**src/hw/rtl/ctd_pkg.sv**
```systemverilog
`timescale 1ns / 1ps

package ctd_pkg;

    localparam int unsigned DIGIT_BITS = 4;

    localparam logic [7:0] CHR_CR   = 8'h0D;
    localparam logic [7:0] CHR_LF   = 8'h0A;
    localparam logic [7:0] CHR_SEMI = 8'h3B;

    typedef enum logic [2:0] {
        PH_SIZE    = 3'd0,
        PH_SIZE_CR = 3'd1,
        PH_EXT     = 3'd2,
        PH_EXT_CR  = 3'd3,
        PH_DATA    = 3'd4,
        PH_END_CR  = 3'd5,
        PH_END_LF  = 3'd6,
        PH_DONE    = 3'd7
    } t_phase;

    typedef enum logic [2:0] {
        ST_RUN   = 3'd0,
        ST_DONE  = 3'd1,
        ST_HDR   = 3'd2,
        ST_SIZE  = 3'd3,
        ST_TRUNC = 3'd4,
        ST_END   = 3'd5
    } t_status;

    typedef struct packed {
        logic                  ok;
        logic [DIGIT_BITS-1:0] val;
    } t_hex;

    function automatic t_hex hex_decode(input logic [7:0] b);
        t_hex h;
        h.ok  = 1'b1;
        h.val = '0;
        if (b >= 8'h30 && b <= 8'h39) begin
            h.val = 4'(b - 8'h30);
        end else if (b >= 8'h61 && b <= 8'h66) begin
            h.val = 4'(b - 8'h57);
        end else if (b >= 8'h41 && b <= 8'h46) begin
            h.val = 4'(b - 8'h37);
        end else begin
            h.ok = 1'b0;
        end
        return h;
    endfunction

endpackage

```
**src/hw/rtl/chunked_transfer_decoder.sv**
```systemverilog
`timescale 1ns / 1ps
// Streaming decoder for an HTTP chunked body.
// Input channel: one raw body byte per beat on i_in_byte, with i_in_last set on
// the final byte of a body. A beat is taken when i_valid is high and o_stall is
// low. Output channel: exactly one result beat per input beat, carrying the
// payload byte (o_out_byte, o_out_valid) and the decode status (o_status),
// taken when o_valid is high and i_stall is low.
// The result register is the only stage between the sides, so a result beat
// is offered in the cycle after its input beat is taken; the block takes one
// beat every cycle unless the receiver stalls; then the held result stays and
// o_stall rises, so no new beat is taken until the result has been taken.
// Payload bytes are passed on as they arrive; if a later error is reported,
// the consumer discards what it received for that body.
// After i_in_last the decoder returns to its reset state for the next body.
// Reset (synchronous, active low) empties the result register and returns
// the parser to the start of a size line.
module chunked_transfer_decoder #(
    parameter int unsigned SIZE_BITS = 32
) (
    input  logic       i_clk,
    input  logic       i_rst_n,
    input  logic       i_valid,
    output logic       o_stall,
    input  logic [7:0] i_in_byte,
    input  logic       i_in_last,
    output logic       o_valid,
    input  logic       i_stall,
    output logic [7:0] o_out_byte,
    output logic       o_out_valid,
    output logic [2:0] o_status
);
    import ctd_pkg::*;

    t_phase                r_phase;
    t_phase                n_phase;
    logic [SIZE_BITS-1:0]  r_bytes_left;
    logic [SIZE_BITS-1:0]  n_bytes_left;
    logic [3:0]            r_digit_count;
    logic [3:0]            n_digit_count;
    logic                  r_size_bad;
    logic                  n_size_bad;
    logic                  r_end_bad;
    logic                  n_end_bad;
    t_status               r_final;
    t_status               n_final;

    logic                  r_valid;
    logic [7:0]            r_out_byte;
    logic                  r_out_valid;
    t_status               r_status;

    t_phase                c_phase;
    logic [SIZE_BITS-1:0]  c_bytes;
    logic [3:0]            c_digits;
    logic                  c_sbad;
    logic                  c_ebad;
    t_status               c_st;
    logic                  c_line_done;
    logic                  c_valid;
    t_status               c_status;
    logic [7:0]            c_byte;
    t_hex                  w_hex;
    logic                  w_in_acc;

    assign w_hex    = hex_decode(i_in_byte);
    assign o_stall  = r_valid && i_stall;
    assign w_in_acc = i_valid && !o_stall;

    always_comb begin
        c_phase     = r_phase;
        c_bytes     = r_bytes_left;
        c_digits    = r_digit_count;
        c_sbad      = r_size_bad;
        c_ebad      = r_end_bad;
        c_st        = ST_RUN;
        c_line_done = 1'b0;
        c_valid     = 1'b0;
        case (r_phase)
            PH_SIZE: begin
                if (i_in_byte == CHR_CR) begin
                    c_phase = PH_SIZE_CR;
                end else if (i_in_byte == CHR_SEMI) begin
                    c_phase = PH_EXT;
                end else if (!w_hex.ok) begin
                    c_sbad = 1'b1;
                end else begin
                    if (r_bytes_left[SIZE_BITS-1 -: DIGIT_BITS] != '0) begin
                        c_sbad = 1'b1;
                    end else begin
                        c_bytes = {r_bytes_left[SIZE_BITS-DIGIT_BITS-1:0], w_hex.val};
                    end
                    if (r_digit_count != 4'hF) begin
                        c_digits = r_digit_count + 4'd1;
                    end
                end
            end
            PH_SIZE_CR, PH_EXT_CR: begin
                if (i_in_byte == CHR_LF) begin
                    c_line_done = 1'b1;
                    if (r_size_bad || r_digit_count == 4'd0) begin
                        c_st = ST_SIZE;
                    end else if (r_bytes_left == '0) begin
                        c_st = ST_DONE;
                    end else begin
                        c_phase = PH_DATA;
                    end
                end else if (r_phase == PH_SIZE_CR) begin
                    c_sbad = 1'b1;
                    if (i_in_byte == CHR_SEMI) begin
                        c_phase = PH_EXT;
                    end else if (i_in_byte != CHR_CR) begin
                        c_phase = PH_SIZE;
                    end
                end else if (i_in_byte != CHR_CR) begin
                    c_phase = PH_EXT;
                end
            end
            PH_EXT: begin
                if (i_in_byte == CHR_CR) begin
                    c_phase = PH_EXT_CR;
                end
            end
            PH_DATA: begin
                c_valid = 1'b1;
                if (r_bytes_left != '0) begin
                    c_bytes = r_bytes_left - SIZE_BITS'(1);
                end
                if (r_bytes_left <= SIZE_BITS'(1)) begin
                    c_phase = PH_END_CR;
                end
                if (i_in_last) begin
                    c_st = ST_TRUNC;
                end
            end
            PH_END_CR: begin
                if (i_in_byte != CHR_CR) begin
                    c_ebad = 1'b1;
                end
                c_phase = PH_END_LF;
                if (i_in_last) begin
                    c_st = ST_TRUNC;
                end
            end
            PH_END_LF: begin
                if (i_in_byte != CHR_LF || r_end_bad) begin
                    c_st = ST_END;
                end else begin
                    c_phase  = PH_SIZE;
                    c_bytes  = '0;
                    c_digits = '0;
                    c_sbad   = 1'b0;
                    c_ebad   = 1'b0;
                    if (i_in_last) begin
                        c_st = ST_HDR;
                    end
                end
            end
            default: begin
                c_st = r_final;
            end
        endcase
    end

    always_comb begin
        c_status = c_st;
        if (i_in_last && c_st == ST_RUN) begin
            if (c_line_done) begin
                c_status = ST_TRUNC;
            end else if (c_phase == PH_SIZE || c_phase == PH_SIZE_CR ||
                         c_phase == PH_EXT || c_phase == PH_EXT_CR) begin
                c_status = ST_HDR;
            end
        end
        c_byte = c_valid ? i_in_byte : 8'h00;
    end

    always_comb begin
        n_phase       = c_phase;
        n_bytes_left  = c_bytes;
        n_digit_count = c_digits;
        n_size_bad    = c_sbad;
        n_end_bad     = c_ebad;
        n_final       = r_final;
        if (i_in_last) begin
            n_phase       = PH_SIZE;
            n_bytes_left  = '0;
            n_digit_count = '0;
            n_size_bad    = 1'b0;
            n_end_bad     = 1'b0;
            n_final       = ST_RUN;
        end else if (c_status != ST_RUN) begin
            n_phase = PH_DONE;
            n_final = c_status;
        end
    end

    always_ff @(posedge i_clk) begin
        if (!i_rst_n) begin
            r_phase       <= PH_SIZE;
            r_bytes_left  <= '0;
            r_digit_count <= '0;
            r_size_bad    <= 1'b0;
            r_end_bad     <= 1'b0;
            r_final       <= ST_RUN;
        end else if (w_in_acc) begin
            r_phase       <= n_phase;
            r_bytes_left  <= n_bytes_left;
            r_digit_count <= n_digit_count;
            r_size_bad    <= n_size_bad;
            r_end_bad     <= n_end_bad;
            r_final       <= n_final;
        end
    end

    always_ff @(posedge i_clk) begin
        if (!i_rst_n) begin
            r_valid <= 1'b0;
        end else if (w_in_acc) begin
            r_valid <= 1'b1;
        end else if (!i_stall) begin
            r_valid <= 1'b0;
        end
    end

    always_ff @(posedge i_clk) begin
        if (w_in_acc) begin
            r_out_byte  <= c_byte;
            r_out_valid <= c_valid;
            r_status    <= c_status;
        end
    end

    assign o_valid     = r_valid;
    assign o_out_byte  = r_out_byte;
    assign o_out_valid = r_out_valid;
    assign o_status    = r_status;

endmodule

```
**config.mk**
```make
export PLATFORM = sky130hd
export DESIGN_NAME = chunked_transfer_decoder
export DESIGN_NICKNAME = d
export VERILOG_FILES = /design/src/hw/rtl/ctd_pkg.sv /design/src/hw/rtl/chunked_transfer_decoder.sv
export SDC_FILE = /design/constraint.sdc
export NUM_CORES = 1
export LEC_CHECK = 0
export ABC_AREA = 0
export BUFFER_PORTS_ARGS = -buffer_cell sky130_fd_sc_hd__buf_4
export CORE_ASPECT_RATIO = 1.4
export CORE_MARGIN = 2
export CORE_UTILIZATION = 30
export CTS_BUF_LIST = sky130_fd_sc_hd__clkbuf_4
export DETAILED_ROUTE_END_ITERATION = 8
export RECOVER_POWER = 100
export SYNTH_ARGS = -nofsm -noshare
export SYNTH_HDL_FRONTEND = slang
export SYNTH_SLANG_ARGS = --single-unit
```
**constraint.sdc**
```tcl
create_clock -name i_clk -period 9.75 [get_ports i_clk]
set_clock_uncertainty 0.15 [all_clocks]
set_input_delay 2.925 -clock i_clk [delete_from_list [all_inputs] [get_ports i_clk]]
set_output_delay 2.925 -clock i_clk [all_outputs]
set_load 0.02 [all_outputs]
```
After elaboration in Yosys (flattened, before gate mapping)

Cells that the tools add are included.

$add $sub $neg: 5
Magnitude comparators: 7
Equality and inequality tests: 27
Muxes and demuxes: 65
Reductions and logical operators: 33

Operators by type and width:

| cell                  | count |
|---|---|
| $mux 32               | 7 |
| $pmux 32 s3           | 1 |
| $mux 3                | 21 |
| $mux 4                | 9 |
| $le 32x1->1 const B   | 1 |
| $logic_not 32->1      | 1 |
| $reduce_bool 32->1    | 1 |
| $sub 32x1->32 const B | 1 |
| $ne 3x3->1 const B    | 10 |
| $mux 1                | 19 |
| $pmux 3 s6            | 1 |
| $eq 8x4->1 const B    | 2 |
| $ge 8x7->1 const B    | 2 |
| $le 8x7->1 const B    | 2 |
| $ne 8x4->1 const B    | 2 |
| $reduce_and 8->1      | 2 |
| $eq 3x2->1 const B    | 4 |
| $pmux 3 s4            | 1 |
| $reduce_bool 4->1     | 3 |
| $eq 3x3->1 const B    | 3 |
| $logic_not 3->1       | 3 |
| $reduce_bool 3->1     | 3 |
| $eq 8x6->1 const B    | 1 |
| $ge 8x6->1 const B    | 1 |
| 20 further kinds      | 36 |

Register bits after elaboration: 57
Bits of input ports: 13

Depth between registers and ports, before layout

Depth in word-level cells: 16
Depth in mapped cells: 10
Depth with buffers taken out: 8

Worst setup path after synthesis

No wires, ideal clock.

Kind: input to output
Start: in i_stall
End: out o_stall
Arrival: 3.141 ns
Required time: 6.675 ns
Slack: 3.534 ns
Stages: 2
Path buffers: 0
Cells stage by stage: nand2_1 inv_1

Cells in the longest elaborated chain, start to end: 1

Ends and longest elaborated chain:

| element           | RTL line                       | text |
|---|---|---|
| start, declared   | chunked_transfer_decoder.sv:27 | `input logic i_stall,` |
| $logic_and 1x1->1 | chunked_transfer_decoder.sv:66 | `assign o_stall = r_valid && i_stall;` |
| end, declared     | chunked_transfer_decoder.sv:23 | `output logic o_stall,` |

No other way between the ends.

Worst setup path in the final report

Ends and elaborated chain as after synthesis.

==> results.md <==
Status:
- The run finished with clean final reports.

Worst setup path:
- The sort of element at the end of the critical path is an output pin.
- The type of element launching the critical path is an input port.
- The critical path in this run is classified as in2out.
- The arrival time reported for the critical path endpoint is 3370 ps.
- The path depth of the worst reg2reg path is 6.
- The source of the critical timing path is i_stall.
- The register-to-register path setup slack is 6200 ps.
- The endpoint identified for the worst register-to-register timing path is r_bytes_left[12].
- The worst endpoint required time is 6680 ps.
- Along the worst path, the maximum fanout reaches 2.
- The capturing instance or port of the critical path is o_stall.
- The reg-to-reg critical path startpoint is r_bytes_left[28].

Die:
- The starting utilization of the core area is 30.5%.
- The row count is 48.
- The die is 98.3 µm wide.
- The core region area is 0.0123 mm².
- The number of primary I/O pins is 27.
- The die covers 0.0134 mm².
- From bottom edge to top edge, the die measures 136 µm.

CTS:
- The post-CTS setup buffer count is 0.
- The number of buffers added to fix hold violations after cts is 0.
- The number of gates resized after CTS was 0.
- The number of buffers added by the clock tree synthesis step is 9.
- Clock-pin slew was measured on the worst setup and hold paths at 100 ps.
- The clock root buffer is clkbuf_4.
- The longest clock path from root to sink contains 2 buffers.
- The count of clock tree sinks is 57.
- The CTS tree is yes.
- The maximum level of the CTS H-tree is 3.
- At the later pin of the worst-skew pair, clock insertion delay measures 410 ps.

Logic synthesis:
- The flip-flop and latch count after synthesis is 57.
- The flip-flop cell with the highest count after synthesis is dfxtp_1.
- The part of the Yosys area used for sequential elements is 33.8%.
- The summed instance area of the synthesized netlist is 0.00373 mm².
- The number of nets handed over by synthesis was 458.
- The number of distinct library cells after synthesis is 74.
- Ranked by total cell area, the synthesized netlist is headed by dfxtp_1 24%, edfxtp_1 9.7%, o2bb2ai_1 4.2%, a22oi_1 3.4%, nor3_1 3.2%.
- The warning count from the yosys run is 0.
- The portion of synthesized cell area occupied by the leading cell type is 24.1%.
- The synthesized design spends more area on one cell type than any other, namely dfxtp_1.
- The number of standard cells after synthesis is 436.
- The synthesized design contains 12 enable-type register cells.
- After synthesis, the mean cell area works out to 8.56 µm².
- After synthesis, the share of flip-flops with an asynchronous set or reset is 0%.

STA:
- The final clock period utilization by the worst path is 66.1%.
- For this run, the top clock speed supported by timing is 0.155 GHz.
- The time the final worst path needs with I/O delays and setup is 6450 ps.
- The final number of max-transition violations came to 0.
- After routing, the total negative slack on setup checks comes to 0 ps.
- In this run the tightest slew margin relative to its limit is 35.4%.
- The hold violation total from the final report came to 0.
- For the pin with the worst max-slew slack, the measured transition is 968 ps.
- The setup-violating endpoint count in the final report is 0.
- Setup repair after global routing left no endpoint under its margin.

Min path:
- In this run the most critical hold path is launched from r_final[1].
- The count of cells along the worst hold path is 2.
- The type of the tightest min-delay check is reg2reg.

Global routing:
- In the global route stage, met3 resource usage came out at 2.42%.
- Entering global routing, the biggest net connects 37 pins.
- The initial antenna violation count is 1.
- Global routing consumed, on the met1 layer, 19.6% of the routing resources.
- For this run, global-route usage on met2 was measured as 27.4%.
- The total overflow left after global routing is 0.
- In the global route stage, overall resource usage came out at 16.0%.
- The global-route wire length before repair is 17500 µm.
- The most used routing layer is met2.
- The number of global-route vias before repair is 3409.

Place:
- The HPWL after detailed placement is 7520 µm.
- The routability-driven placement congestion ratio is 0.869.
- The count of port buffers added during placement is 26.

Finish:
- The post-route netlist has 7.37% of its cells at a drive strength greater than 1.
- Compared with the post-synthesis result, the final layout area differs by 7.71%.
- The library cell used most frequently in the layout, excluding fill and tap cells, is dfxtp_1.
- After the last flow step, the layout net total stands at 465.
- Cells fill 32.8% of the core in the end.
- The top cell types in the final layout, fill and taps aside, are 45 x dfxtp_1, 26 x nand2_1, 24 x nor3_1.

Power:
- Dividing total power by cell area gives a power density of 146 mW/mm².
- The leakage power total is 1.41 nW.
- The worst-case IR drop observed on VDD is 0.0000520 V.

Routing:
- The number of violations reported at the end of detailed-routing iteration 0 is 361.
- The detailed router placed 3632 vias in this run.
- After detailed routing, the average wire length per cell comes to 17.7 µm.
- The post-route antenna net violation count is 0.
- The remaining design rule violation count is 0.
- The detailed-route wire length is 10600 µm.
- The pre-antenna-repair detailed-routing pass consisted of 5 iterations.
- Using the TritonRoute via totals, the vias-per-cell ratio works out to 6.06.

Job:
- Max-cap violations in this run came to 0.
cell type report:
| class | count | area [µm²] |
|---|---|---|
| Fill cell | 1323 | 8230 |
| Sequential cell | 57 | 1260 |
| Clock buffer | 12 | 90.1 |
| Clock inverter | 4 | 43.8 |
| Inverter | 18 | 67.6 |
| Tap cell | 150 | 188 |
| Timing Repair Buffer | 29 | 135 |
| Multi-Input combinational cell | 328 | 2230 |
| Antenna cell | 1 | 2.50 |
per-stage QoR:
stage	worst slack, ps	instance area, µm²	power, mW	hold WS [ps]	cells
2_1_floorplan	3530	3730	0.380	284	436
3_3_place_gp	3380	3980	0.416	302	582
3_5_place_dp	3380	3980	0.418	332	582
4_1_cts	3370	4110	0.595	351	598
5_1_grt	3190	4020	0.619	376	599
6_report	3300	4020	0.585	347	599
routing by layer:
layer | share of wire (%) | vias to the layer above
met3 | 5.6 | 24
li1 | - | 1713
met1 | 40 | 1748
met4 | 3.0 | 0
met5 | 0 | -
met2 | 51 | 147
critical path, cell delays in order:
cell and delay, ps:
clkbuf_4 100, nand2_1 50, inv_1 70, clkbuf_1 230
cell usage after synthesis, drive strengths merged (3+ instances only):
library cell  instances
o311ai                4
xor2                  7
and2                  4
nor4                 16
o21a                  4
and3                  8
a32o                  5
nand3                13
buf                  10
a31oi                 3
mux2i                 3
nor2                 23
or3                   4
ha                    9
o221a                 3
edfxtp               12
a22oi                17
o211ai                3
o31ai                 6
nor3                 24
a21oi                21
or2                   3
o21ai                19
nand2                26
or4                  11
o41ai                 3
inv                  16
a21o                  3
o2bb2ai              18
o22ai                 5
nor3b                 4
nor2b                 4
xnor2                10
dfxtp                45
nand4                 4
clkbuf               23
nand2b                3
how the worst min path moves through the flow:
stage	to	slack, ps
2_1_floorplan	r_final[2]	280
3_3_place_gp	r_final[2]	300
3_5_place_dp	r_final[2]	330
4_1_cts	r_final[1]	350
5_1_grt	r_final[0]	380
6_report	r_final[1]	350
kinds of logic after synthesis:
kind of cell / count (synthesis) / share of synthesized area (%)
AO/OA/AOI/OAI: 142 / 28.6
XOR/XNOR: 17 / 3.99
adder cells (fa/ha/maj): 9 / 3.02
buffers and inverters: 51 / 6.10
flip-flops: 57 / 33.8
multiplexers: 3 / 0.804
AND/OR/NAND/NOR: 157 / 23.8
registers in the layout, summed over array words and instances, names as in the netlist, 3 cells and up:
| signal | count |
|---|---|
| o_out_byte | 8 |
| o_status | 3 |
| r_bytes_left | 32 |
| r_digit_count | 4 |
| r_final | 3 |
| r_phase | 3 |
where the power goes:
group | internal [mW] | total [mW] | switching [mW]
logic | 0.0536 | 0.150 | 0.0962
registers | 0.249 | 0.260 | 0.0109
clock network | 0.0854 | 0.175 | 0.0898
total | 0.388 | 0.585 | 0.197
No activity file was read; power rests on OpenSTA's default activity.
